<file path="src/rtl/fsc_pkg.sv">
// Shared constants and types for the filled circle span generator.
package fsc_pkg;

    // Circle limits and result cap.
    localparam int MAX_RADIUS  = 63;
    localparam int COORD_RANGE = 1024;
    localparam int RESULT_CAP  = 64;

    // Depth of the job queue between the front and back parts.
    localparam int QUEUE_DEPTH = 2;
    localparam int PTR_W       = (QUEUE_DEPTH > 1) ? $clog2(QUEUE_DEPTH) : 1;
    localparam int QCNT_W      = $clog2(QUEUE_DEPTH + 1);

    // Result counter width.
    localparam int CNT_W = $clog2(RESULT_CAP);

    typedef logic [9:0]         t_coord;
    typedef logic [5:0]         t_radius;
    typedef logic signed [11:0] t_pos;

    // One circle job, as held in the queue.
    typedef struct packed {
        t_coord  cx;
        t_coord  cy;
        t_radius rad;
    } t_job;

    // Queue status seen by the front and back parts.
    typedef struct packed {
        logic empty;
        logic full;
    } t_q_status;

endpackage

</file>
<file path="src/rtl/filled_circle_span_generator_top.sv">
// A circle's job leaves the queue and is loaded into the recurrence registers before its
// span groups are registered, one per cycle while the single recurrence unit steps, plus
// a load step per circle; radius r gives about r/sqrt(2)+1 groups, at most 64.
// A two-entry job queue lets new circles be taken while the recurrence runs.
// Reset is synchronous and active low; it empties the queue and idles the back end.
// Results are strobed for one cycle each and cannot be held off by the receiver.
module filled_circle_span_generator_top (
    input  logic             i_clk,
    input  logic             i_rst_n,
    input  logic             start,
    output logic             busy,
    input  fsc_pkg::t_coord  i_center_x,
    input  fsc_pkg::t_coord  i_center_y,
    input  fsc_pkg::t_radius i_radius,
    output logic             o_valid,
    output fsc_pkg::t_pos    o_wide_left,
    output fsc_pkg::t_pos    o_wide_right,
    output fsc_pkg::t_pos    o_narrow_left,
    output fsc_pkg::t_pos    o_narrow_right,
    output fsc_pkg::t_pos    o_wide_row_below,
    output fsc_pkg::t_pos    o_wide_row_above,
    output fsc_pkg::t_pos    o_narrow_row_below,
    output fsc_pkg::t_pos    o_narrow_row_above,
    output logic             o_last_step
);
    import fsc_pkg::*;

    t_job      w_push_job;
    t_job      w_head_job;
    t_q_status w_q_status;
    logic      w_push;
    logic      w_pop;

    // Front part: transaction acceptance and field clamping.
    fsc_front u_front (
        .start      (start),
        .busy       (busy),
        .i_center_x (i_center_x),
        .i_center_y (i_center_y),
        .i_radius   (i_radius),
        .i_q_status (w_q_status),
        .o_push     (w_push),
        .o_job      (w_push_job)
    );

    // Job queue between the two parts.
    fsc_queue u_queue (
        .i_clk    (i_clk),
        .i_rst_n  (i_rst_n),
        .i_push   (w_push),
        .i_job    (w_push_job),
        .i_pop    (w_pop),
        .o_job    (w_head_job),
        .o_status (w_q_status)
    );

    // Back part: recurrence and span output.
    fsc_back u_back (
        .i_clk              (i_clk),
        .i_rst_n            (i_rst_n),
        .i_job              (w_head_job),
        .i_q_status         (w_q_status),
        .o_pop              (w_pop),
        .o_valid            (o_valid),
        .o_wide_left        (o_wide_left),
        .o_wide_right       (o_wide_right),
        .o_narrow_left      (o_narrow_left),
        .o_narrow_right     (o_narrow_right),
        .o_wide_row_below   (o_wide_row_below),
        .o_wide_row_above   (o_wide_row_above),
        .o_narrow_row_below (o_narrow_row_below),
        .o_narrow_row_above (o_narrow_row_above),
        .o_last_step        (o_last_step)
    );

endmodule

</file>
<file path="src/rtl/fsc_front.sv">
// Front part: accepts circle transactions, clamps their fields and pushes them into the queue.
module fsc_front (
    input  logic              start,
    output logic              busy,
    input  fsc_pkg::t_coord   i_center_x,
    input  fsc_pkg::t_coord   i_center_y,
    input  fsc_pkg::t_radius  i_radius,
    input  fsc_pkg::t_q_status i_q_status,
    output logic              o_push,
    output fsc_pkg::t_job     o_job
);
    import fsc_pkg::*;

    // The block is busy only while the queue has no free entry.
    assign busy   = i_q_status.full;
    assign o_push = start && !i_q_status.full;

    // Clamp the centre to the coordinate range and the radius to its maximum.
    always_comb begin
        o_job.cx  = (int'(i_center_x) >= COORD_RANGE) ? t_coord'(COORD_RANGE - 1) : i_center_x;
        o_job.cy  = (int'(i_center_y) >= COORD_RANGE) ? t_coord'(COORD_RANGE - 1) : i_center_y;
        o_job.rad = (int'(i_radius) > MAX_RADIUS) ? t_radius'(MAX_RADIUS) : i_radius;
    end

endmodule

</file>
<file path="src/rtl/fsc_queue.sv">
// Short job queue that decouples the front part from the span back end.
module fsc_queue (
    input  logic               i_clk,
    input  logic               i_rst_n,
    input  logic               i_push,
    input  fsc_pkg::t_job      i_job,
    input  logic               i_pop,
    output fsc_pkg::t_job      o_job,
    output fsc_pkg::t_q_status o_status
);
    import fsc_pkg::*;

    t_job               r_mem [QUEUE_DEPTH];
    logic [PTR_W-1:0]   r_wr_ptr;
    logic [PTR_W-1:0]   r_rd_ptr;
    logic [QCNT_W-1:0]  r_count;
    logic [PTR_W-1:0]   n_wr_ptr;
    logic [PTR_W-1:0]   n_rd_ptr;

    // Pointer advance with wrap at the queue depth.
    always_comb begin
        n_wr_ptr = (int'(r_wr_ptr) == QUEUE_DEPTH - 1) ? '0 : r_wr_ptr + PTR_W'(1);
        n_rd_ptr = (int'(r_rd_ptr) == QUEUE_DEPTH - 1) ? '0 : r_rd_ptr + PTR_W'(1);
    end

    // Storage: written at the write pointer, no reset needed.
    always_ff @(posedge i_clk) begin
        if (i_push) begin
            r_mem[r_wr_ptr] <= i_job;
        end
    end

    // Pointers and fill count.
    always_ff @(posedge i_clk) begin
        if (!i_rst_n) begin
            r_wr_ptr <= '0;
            r_rd_ptr <= '0;
            r_count  <= '0;
        end else begin
            if (i_push) begin
                r_wr_ptr <= n_wr_ptr;
            end
            if (i_pop) begin
                r_rd_ptr <= n_rd_ptr;
            end
            if (i_push && !i_pop) begin
                r_count <= r_count + QCNT_W'(1);
            end else if (i_pop && !i_push) begin
                r_count <= r_count - QCNT_W'(1);
            end
        end
    end

    assign o_job           = r_mem[r_rd_ptr];
    assign o_status.empty  = (r_count == '0);
    assign o_status.full   = (int'(r_count) == QUEUE_DEPTH);

endmodule

</file>
<file path="src/rtl/fsc_back.sv">
// Back part: runs the Andres circle recurrence and emits one span group per step.
module fsc_back (
    input  logic               i_clk,
    input  logic               i_rst_n,
    input  fsc_pkg::t_job      i_job,
    input  fsc_pkg::t_q_status i_q_status,
    output logic               o_pop,
    output logic               o_valid,
    output fsc_pkg::t_pos      o_wide_left,
    output fsc_pkg::t_pos      o_wide_right,
    output fsc_pkg::t_pos      o_narrow_left,
    output fsc_pkg::t_pos      o_narrow_right,
    output fsc_pkg::t_pos      o_wide_row_below,
    output fsc_pkg::t_pos      o_wide_row_above,
    output fsc_pkg::t_pos      o_narrow_row_below,
    output fsc_pkg::t_pos      o_narrow_row_above,
    output logic               o_last_step
);
    import fsc_pkg::*;

    typedef enum logic {
        S_IDLE,
        S_RUN
    } t_state;

    t_state                 r_state;
    logic [6:0]             r_x;
    logic signed [7:0]      r_y;
    logic signed [9:0]      r_d;
    t_coord                 r_cx;
    t_coord                 r_cy;
    t_radius                r_rad;
    logic [CNT_W-1:0]       r_count;
    logic                   r_valid;
    logic                   r_last;
    t_pos                   r_wl, r_wr, r_nl, r_nr, r_wrb, r_wra, r_nrb, r_nra;

    logic [6:0]             n_x;
    logic signed [7:0]      n_y;
    logic signed [9:0]      n_d;
    logic signed [9:0]      x10, y10, rad10;
    t_pos                   cx12, cy12, x12, y12;
    logic                   done;

    // Sign-extended views of the loop variables.
    always_comb begin
        x10   = signed'({3'b000, r_x});
        y10   = {{2{r_y[7]}}, r_y};
        rad10 = signed'({4'b0000, r_rad});
        cx12  = signed'({2'b00, r_cx});
        cy12  = signed'({2'b00, r_cy});
        x12   = signed'({5'b00000, r_x});
        y12   = {{4{r_y[7]}}, r_y};
    end

    // One step of the recurrence; the order of the tests decides the move.
    always_comb begin
        n_x = r_x;
        n_y = r_y;
        n_d = r_d;
        priority if (r_d >= x10 + x10) begin
            n_d = r_d - x10 - x10 - 10'sd1;
            n_x = r_x + 7'd1;
        end else if (r_d < (rad10 - y10) + (rad10 - y10)) begin
            n_d = r_d + y10 + y10 - 10'sd1;
            n_y = r_y - 8'sd1;
        end else begin
            n_d = r_d + (y10 - x10 - 10'sd1) + (y10 - x10 - 10'sd1);
            n_y = r_y - 8'sd1;
            n_x = r_x + 7'd1;
        end
        done = (n_y < signed'({1'b0, n_x})) || (int'(r_count) == RESULT_CAP - 1);
    end

    // Take the next job whenever the back part is free.
    assign o_pop = (r_state == S_IDLE) && !i_q_status.empty;

    // Sequencer, loop registers and registered results.
    always_ff @(posedge i_clk) begin
        if (!i_rst_n) begin
            r_state <= S_IDLE;
            r_valid <= 1'b0;
            r_count <= '0;
        end else begin
            r_valid <= 1'b0;
            unique case (r_state)
                S_IDLE: begin
                    if (o_pop) begin
                        r_cx    <= i_job.cx;
                        r_cy    <= i_job.cy;
                        r_rad   <= i_job.rad;
                        r_x     <= '0;
                        r_y     <= signed'({2'b00, i_job.rad});
                        r_d     <= signed'({4'b0000, i_job.rad}) - 10'sd1;
                        r_count <= '0;
                        r_state <= S_RUN;
                    end
                end
                S_RUN: begin
                    r_wl    <= cx12 - y12;
                    r_wr    <= cx12 + y12;
                    r_nl    <= cx12 - x12;
                    r_nr    <= cx12 + x12;
                    r_wrb   <= cy12 + x12;
                    r_wra   <= cy12 - x12;
                    r_nrb   <= cy12 + y12;
                    r_nra   <= cy12 - y12;
                    r_last  <= done;
                    r_valid <= 1'b1;
                    r_x     <= n_x;
                    r_y     <= n_y;
                    r_d     <= n_d;
                    r_count <= r_count + CNT_W'(1);
                    if (done) begin
                        r_state <= S_IDLE;
                    end
                end
                default: begin
                    r_state <= S_IDLE;
                end
            endcase
        end
    end

    assign o_valid            = r_valid;
    assign o_wide_left        = r_wl;
    assign o_wide_right       = r_wr;
    assign o_narrow_left      = r_nl;
    assign o_narrow_right     = r_nr;
    assign o_wide_row_below   = r_wrb;
    assign o_wide_row_above   = r_wra;
    assign o_narrow_row_below = r_nrb;
    assign o_narrow_row_above = r_nra;
    assign o_last_step        = r_last;

`ifndef SYNTHESIS
    // While stepping, the y offset never falls below the x offset.
    a_run_order: assert property (@(posedge i_clk) disable iff (!i_rst_n)
        r_state == S_RUN |-> r_y >= signed'({1'b0, r_x}))
        else $error("y offset below x offset while stepping");

    // The final span group of a circle is followed by a gap for the next load.
    a_last_gap: assert property (@(posedge i_clk) disable iff (!i_rst_n)
        o_valid && o_last_step |=> !o_valid)
        else $error("result strobe directly after final span group");

    // Taking a job from the queue always starts a circle.
    a_pop_run: assert property (@(posedge i_clk) disable iff (!i_rst_n)
        o_pop |=> r_state == S_RUN)
        else $error("job popped without starting the recurrence");

    // A result strobe only follows a stepping cycle.
    a_valid_src: assert property (@(posedge i_clk) disable iff (!i_rst_n)
        o_valid |-> $past(r_state == S_RUN))
        else $error("result strobe without a recurrence step");
`endif

endmodule

</file>
<file path="config.mk">
export PLATFORM = sky130hd
export DESIGN_NAME = filled_circle_span_generator_top
export DESIGN_NICKNAME = d
export VERILOG_FILES = /design/src/rtl/fsc_pkg.sv /design/src/rtl/filled_circle_span_generator_top.sv /design/src/rtl/fsc_front.sv /design/src/rtl/fsc_queue.sv /design/src/rtl/fsc_back.sv
export SDC_FILE = /design/constraint.sdc
export NUM_CORES = 1
export LEC_CHECK = 0
export ABC_AREA = 1
export CAP_MARGIN = 0
export CORE_ASPECT_RATIO = 1.4
export CORE_MARGIN = 2
export CORE_UTILIZATION = 40
export DETAILED_ROUTE_END_ITERATION = 8
export DONT_BUFFER_PORTS = 1
export PLACE_DENSITY = 0.64
export SKIP_CTS_REPAIR_TIMING = 1
export SYNTH_ARGS = -nofsm -noshare
export SYNTH_HDL_FRONTEND = slang
export SYNTH_HIERARCHICAL = 1
export SYNTH_SLANG_ARGS = --single-unit
</file>
<file path="constraint.sdc">
create_clock -name i_clk -period 5.8 [get_ports i_clk]
set_clock_uncertainty 0.1 [all_clocks]
set_input_delay 1.74 -clock i_clk [delete_from_list [all_inputs] [get_ports i_clk]]
set_output_delay 1.74 -clock i_clk [all_outputs]
set_load 0.03 [all_outputs]
</file>
==> results_dict.tcl, run 1 <==
set metrics [dict create \
    synth_cell_types 64 \
    clock_path_buffers 3 \
    fmax_mhz 204 \
    async_flop_share 0 \
    finalSetupViolations 0 \
    syn_area_per_cell_um2 10.7 \
    multi_input_area_um2 5740 \
    cts_root_buf "clkbuf_16" \
    placementRows 77 \
    grt_max_degree 56 \
    ys.flop_type "edfxtp_1" \
    vias 8115 \
    boundaryPins 128 \
    rsz0062_at_grt "false" \
    critPathMaxFanout 7 \
    fin_crit_sh 0.847 \
    cts_tree "built" \
    hpwl_um 23000 \
    core_area_um2 31500 \
    wl_um 29300 \
    area_delta_synth_final_pct 7.74 \
    first_iter_violations 488 \
    diodes 0 \
    fillers 2854 \
    cts_sinks 205 \
    grt_usage 0.174 \
    layout.cells.most_common_list "192 x edfxtp_1, 169 x inv_1, 138 x nand2_1, 138 x ha_1, 91 x a21oi_1" \
    synth_edf_count 192 \
    viasPerCell 5.13 \
    cp.arrival_ns 5.06 \
    nNetsFinal 1350 \
    fin_crit_ns 4.91 \
    worst_setup_path_end_kind "flop" \
    die-area_um2 33500 \
    place_congestion 0.911 \
    maxCapViolations 0 \
    netlist_instances 1191 \
    numCtsBuffers 22 \
    outcome "completed" \
    dr.pass1.iters 5 \
    ys_ff_latch 205 \
    tns_ns 0 \
    avgRoutedWirePerCell_um 18.6 \
    cp.required_ns 5.95 \
    grt-ovfl-total 0 \
    holdCritPathClass "reg -> reg" \
    insertion_delay_ns 0.51 \
    finalMaxSlewViolations 0 \
    yosys_warnings 6 \
    max_slew_margin 0.299 \
    worst_pin_slew_ns 1.05 \
    start_util 0.406 \
    seq_area_um2 6030 \
    antenna_found_initial 0 \
    dieWidth_um 155 \
    io_buffers 0 \
    drc 0 \
    syn-cell-area_um2 12800 \
    clkSlewWorstSetupHoldPaths_ns 0.07 \
    drive_above_1_share 0.0953 \
    h-tree-depth 1 \
    critPathKind "reg -> reg" \
    grt_pass1_wl_um 45100 \
    die_h_um 216 \
    ys_seq_area_frac 0.471 \
    r2r_slack_ns 0.89 \
    ant_nets 0 \
    first_global_vias 8238 \
    hold_viol_final 0 \
    final_common_cell "edfxtp_1" \
    cp-start-kind "flop" \
]
-- sequential cells by signal, summed over array words and instances, names as in the netlist, 2 cells and up, named ones only --
| register | count |
|---|---|
| u_back/r_cy | 10 |
| u_back/r_y | 8 |
| u_back/r_count | 6 |
| u_back/r_cx | 10 |
| u_queue/r_mem | 52 |
| u_back/o_narrow_row_below | 12 |
| u_back/o_wide_row_below | 10 |
| u_back/o_wide_left | 12 |
| u_back/o_narrow_left | 10 |
| u_back/r_d | 10 |
| u_back/r_x | 7 |
| u_back/r_rad | 6 |
| u_back/o_wide_right | 11 |
| u_back/o_narrow_right | 11 |
| u_queue/r_count | 2 |
| u_back/o_wide_row_above | 11 |
| u_back/o_narrow_row_above | 11 |
-- layout make-up --
cell class | count | share of cell area
clock buffers | 27 | 0.0436
clock inverters | 13 | 0.0149
inverters | 175 | 0.0479
flip-flops and latches | 205 | 0.437
multi-input cells | 758 | 0.416
repair buffers | 8 | 0.00436
well taps | 395 | 0.0359
-- routing by layer --
metal	vias to the layer above	track usage	routed length, um
met4	0	0.0593	958
met1	3865	0.205	11700
li1	3948	-	-
met2	246	0.321	15100
met5	-	0	0
met3	56	0.0269	1580
-- worst paths after layout --
path                                         from                 end  depth (start not counted)
worst max register to register      u_back/r_y[2]  u_back/o_last_step                         25
worst min-delay path            u_back/r_count[5]   u_back/r_count[5]                          2
worst max-delay path                u_back/r_y[2]  u_back/o_last_step                         25
worst min register to register  u_back/r_count[5]   u_back/r_count[5]                          2
-- cell usage after synthesis (all sizes together) (2+ instances only) --
| library cell | number | share of area |
|---|---|---|
| edfxtp | 192 | 0.45 |
| inv | 174 | 0.051 |
| nand2 | 145 | 0.046 |
| ha | 138 | 0.13 |
| a21oi | 96 | 0.039 |
| xor2 | 89 | 0.062 |
| nor2 | 79 | 0.024 |
| o21ai | 49 | 0.020 |
| buf | 44 | 0.027 |
| mux2 | 26 | 0.029 |
| nand3 | 21 | 0.012 |
| xnor2 | 21 | 0.014 |
| o21bai | 17 | 0.010 |
| dfxtp | 13 | 0.020 |
| fa | 13 | 0.020 |
| o31ai | 12 | 0.0082 |
| clkbuf | 10 | 0.0029 |
| nor3 | 9 | 0.0052 |
| nand4 | 6 | 0.0029 |
| a21o | 4 | 0.0023 |
| o22ai | 4 | 0.0020 |
| a31oi | 3 | 0.0015 |
| or2 | 3 | 0.0015 |
| a211o | 2 | 0.0014 |
| a211oi | 2 | 0.0012 |
| a21boi | 2 | 0.0015 |
| and2 | 2 | 0.00098 |
| nand3b | 2 | 0.0012 |
-- critical path, stage by stage (launching register included) --
cell,delay (ns)
edfxtp_1,0.49
inv_1,0.17
ha_1,0.38
nand2_1,0.06
o21ai_0,0.29
a21oi_1,0.13
o21bai_1,0.21
nand2_1,0.07
a21oi_1,0.15
xor2_1,0.18
ha_1,0.26
nand2_2,0.08
inv_1,0.05
a21oi_2,0.21
nand4_1,0.18
nand3_4,0.17
nand2_2,0.09
nor3_2,0.19
nand3_1,0.12
xor2_1,0.18
ha_1,0.33
a21oi_1,0.08
o211ai_1,0.24
inv_1,0.06
nand2_1,0.09
nand3_2,0.07
-- per-stage QoR --
| step | std cells | setup WS (ns) | hold slack (ns) | utilization | cell area (um^2) |
|---|---|---|---|---|---|
| 2_1_floorplan | 1192 | 1.41 | 0.353 | - | 12800 |
| 5_1_grt | 1581 | 0.571 | 0.411 | 0.438 | 13800 |
| 6_report | 1581 | 0.887 | 0.381 | 0.438 | 13800 |
| 4_1_cts | 1581 | 0.985 | 0.379 | 0.438 | 13800 |
| 3_3_place_gp | 1541 | 1.24 | 0.370 | 0.412 | 13000 |
| 3_5_place_dp | 1541 | 1.05 | 0.370 | 0.412 | 13000 |
-- cell families (layout without fill, tap and decap cells) --
| family | count (synthesis) | count (layout) | share of synthesized area |
|---|---|---|---|
| adders and majority gates | 151 | 151 | 0.155 |
| AOI/OAI and AO/OA | 198 | 198 | 0.0920 |
| xor gates and xnor gates | 110 | 110 | 0.0759 |
| other | 1 | 2 | 0.000293 |
| and+or+nand+nor | 271 | 271 | 0.0954 |
| buffers and inverters | 229 | 223 | 0.0814 |
| muxes | 26 | 26 | 0.0288 |
| DFF | 205 | 205 | 0.471 |
Power of run 1 is left out: the tool's default activity adds up to more than one toggle a clock period on the data nets, which glitch-free logic cannot reach.
==> run 2, diff against run 1 <==
clock period = 4.6 ns   (was 5.8 ns; I/O delays follow)
==> results_dict.tcl, run 2 (same netlist as run 1, synthesis figures left out) <==
set metrics [dict create \
    cp-start-kind "flop" \
    insertion_delay_ns 0.51 \
    worst_pin_slew_ns 1.06 \
    finalMaxSlewViolations 0 \
    preCtsSetupSlack_ns 0.0196 \
    dieWidth_um 155 \
    cts_root_buf "clkbuf_16" \
    grt_max_degree 55 \
    fillers 2879 \
    fmax_mhz 230 \
    cp.arrival_ns 4.49 \
    holdCritPathClass "reg -> reg" \
    avgRoutedWirePerCell_um 18.3 \
    boundaryPins 128 \
    maxCapViolations 0 \
    grt_usage 0.173 \
    dr.pass1.iters 5 \
    grt_pass1_wl_um 44800 \
    wl_um 29200 \
    worst_setup_path_end_kind "flop" \
    max_slew_margin 0.292 \
    hold_viol_final 0 \
    first_iter_violations 541 \
    layout.cells.most_common_list "192 x edfxtp_1, 169 x inv_1, 138 x nand2_1, 137 x ha_1, 91 x a21oi_1" \
    seq_area_um2 6030 \
    drive_above_1_share 0.107 \
    fin_crit_sh 0.945 \
    place_congestion 0.931 \
    placementRows 77 \
    critPathMaxFanout 5 \
    clkSlewWorstSetupHoldPaths_ns 0.06 \
    die-area_um2 33500 \
    diodes 0 \
    nNetsFinal 1366 \
    area_delta_synth_final_pct 8.37 \
    cts_tree "built" \
    largest-register "u_queue/r_mem" \
    first_global_vias 8225 \
    multi_input_area_um2 5770 \
    final_common_cell "edfxtp_1" \
    ant_nets 0 \
    fin_crit_ns 4.35 \
    start_util 0.406 \
    core_area_um2 31500 \
    hpwl_um 22800 \
    io_buffers 0 \
    clock_path_buffers 3 \
    drc 0 \
    finalSetupViolations 0 \
    fin_ws_ns 0.255 \
    critPathKind "reg -> reg" \
    outcome "completed" \
    antenna_found_initial 0 \
    cts_sinks 205 \
    cp.required_ns 4.75 \
    h-tree-depth 1 \
    largest_reg_flops 52 \
    numCtsBuffers 23 \
    vias 8221 \
    die_h_um 216 \
    viasPerCell 5.15 \
    grt-ovfl-total 0 \
]
==> run 2: final cells by class <==
cell class / instances / share of cell area
Clock buffer: 28 / 0.0451
Clock inverter: 13 / 0.00875
Multi-Input combinational cell: 758 / 0.416
Timing Repair Buffer: 23 / 0.0125
Tap cell: 395 / 0.0356
Inverter: 175 / 0.0476
Sequential cell: 205 / 0.435
==> run 2: worst paths after layout <==
path,slack (ns),cells after the start,from,end
setup / recovery,0.25,23,u_back/r_y[0],u_back/o_last_step
hold / removal,0.39,2,u_back/r_count[5],u_back/r_count[5]
setup reg to reg,0.25,23,u_back/r_y[0],u_back/o_last_step
hold reg to reg,0.39,2,u_back/r_count[5],u_back/r_count[5]
==> run 2: stage by stage <==
step	hold slack, ns	TNS (ns)	cells	utilization	cell area, um^2
after floorplan	0.353	0	1192	-	12800
after global placement	0.368	0	1554	0.415	13100
after detailed placement	0.378	0	1554	0.415	13100
after CTS	0.387	-0.00791	1595	0.439	13800
after global routing	0.417	-0.00583	1597	0.440	13900
final	0.387	0	1597	0.440	13900
==> run 2: layer usage <==
layer | share of wire | up-vias | GRT usage
li1 | - | 3991 | -
met5 | 0 | - | 0
met1 | 0.40 | 3869 | 0.212
met4 | 0.045 | 0 | 0.0784
met3 | 0.066 | 81 | 0.0301
met2 | 0.49 | 280 | 0.296
==> run 2: critical path, cell delays in order, from the launching register on <==
cell and delay, ns:
edfxtp_1 0.39, ha_1 0.25, fa_1 0.43, o21ai_2 0.20, a21oi_1 0.09, o21ai_1 0.20, nand2_1 0.08, nand2_1 0.07
ha_1 0.29, nand2_2 0.10, inv_1 0.05, a21oi_2 0.19, nand4_1 0.16, nand3_4 0.14, nand2_2 0.09, nor3_4 0.16
nand3_1 0.11, xor2_1 0.17, ha_1 0.32, a21oi_1 0.07, o211ai_1 0.18, inv_1 0.06, nand2_1 0.08, nand3_2 0.08
Power of run 2 is left out for the same reason.
==> run 3, diff against run 2 <==
ABC_CLOCK_PERIOD_IN_PS = 4600   (was not set)
CAP_MARGIN = not set   (was 0)
CORE_ASPECT_RATIO = not set   (was 1.4)
==> results_dict.tcl, run 3 (same netlist as run 1, synthesis figures left out) <==
set metrics [dict create \
    max_slew_margin 0.315 \
    final_common_cell "edfxtp_1" \
    cpMaxStageDelayCell "edfxtp_1" \
    grt_usage 0.178 \
    insertion_delay_ns 0.53 \
    numCtsBuffers 23 \
    holdCritPathClass "reg -> reg" \
    r2r_start "u_back/r_y[2]" \
    ant_nets 0 \
    cts_root_buf "clkbuf_16" \
    wl_um 29500 \
    cp.arrival_ns 4.43 \
    finalSetupViolations 0 \
    timing.rr.end "u_back/o_last_step" \
    clkSlewWorstSetupHoldPaths_ns 0.07 \
    cp-start-kind "flop" \
    dr.pass1.iters 5 \
    boundaryPins 128 \
    worst_pin_slew_ns 1.03 \
    cp.required_ns 4.75 \
    maxCapViolations 0 \
    fin_crit_sh 0.930 \
    viasPerCell 5.10 \
    multi_input_area_um2 5780 \
    dieWidth_um 183 \
    hold_viol_final 0 \
    nNetsFinal 1372 \
    grt-ovfl-total 0 \
    fmax_mhz 234 \
    antenna_found_initial 0 \
    slowest_delay_ns 0.36 \
    die-area_um2 33400 \
    cts_tree "built" \
    rsz0062_at_grt "false" \
    place_congestion 0.911 \
    die_h_um 183 \
    first_iter_violations 493 \
    finalMaxSlewViolations 0 \
    critPathBufInv 3 \
    crit_family "simple AND/OR/NAND/NOR gates" \
    first_global_vias 8136 \
    fillers 2915 \
    seq_area_um2 6030 \
    h-tree-depth 1 \
    drive_above_1_share 0.113 \
    fin_util 0.442 \
    critPathMaxFanout 4 \
    fin_crit_ns 4.28 \
    area_delta_synth_final_pct 9.05 \
    core_area_um2 31600 \
    grt_pass1_wl_um 46000 \
    avgRoutedWirePerCell_um 18.3 \
    r2r_cells 25 \
    start_util 0.405 \
    r2r_slack_ns 0.32 \
    endpoint "u_back/o_last_step" \
    worst_setup_path_end_kind "flop" \
    critical_path_depth 25 \
    layout.cells.most_common_list "192 x edfxtp_1, 168 x inv_1, 138 x nand2_1, 137 x ha_1, 90 x a21oi_1" \
    largest-register "u_queue/r_mem" \
    critPathKind "reg -> reg" \
    outcome "completed" \
    cts_sinks 205 \
    diodes 0 \
    drc 0 \
    startpoint "u_back/r_y[2]" \
    hpwl_um 22700 \
    clock_path_buffers 3 \
    vias 8203 \
    placementRows 65 \
    largest_reg_flops 52 \
    io_buffers 0 \
    grt_max_degree 43 \
]
-- run 3: how the worst min path moves through the flow --
stage,start,to,slack [ns],cells past startpoint
detailed placement,u_back/r_count[5],u_back/r_count[5],0.37,2
floorplan,u_back/r_count[0],u_back/r_count[0],0.35,1
global route,u_back/r_count[5],u_back/r_count[5],0.41,2
global placement,u_back/r_count[5],u_back/r_count[5],0.37,2
CTS,u_back/r_count[5],u_back/r_count[5],0.38,2
finish,u_back/r_count[5],u_back/r_count[5],0.38,2
-- run 3: final cells by class --
class                   count  share of cell area
flip-flops and latches    205               0.432
multi-input cells         758               0.414
clock buffers              25              0.0418
well taps                 402              0.0361
clock inverters            16              0.0125
repair buffers             29              0.0165
inverters                 175              0.0474
-- run 3: metrics by stage --
step	instances	TNS (ns)	area, um^2	setup WS (ns)	hold slack (ns)
after floorplan	1192	0	12800	0.207	0.353
after global placement	1563	0	13100	0.119	0.368
after detailed placement	1563	0	13100	0.0224	0.374
after CTS	1604	-0.112	13900	-0.0920	0.381
after global routing	1610	0	14000	0.0148	0.405
final	1610	0	14000	0.322	0.377
-- run 3: worst min-delay path: stages (launching register included) --
cell and delay, ns:
dfxtp_1 0.32, nand2_1 0.06, a21oi_1 0.06
-- run 3: routing by layer --
layer  GRT usage  up-vias  share of wire
li1            -     3994              -
met1       0.253     3869           0.46
met2       0.276      292           0.43
met3      0.0445       48          0.091
met4      0.0426        0          0.021
met5           0        -              0
Power of run 3 is left out for the same reason.
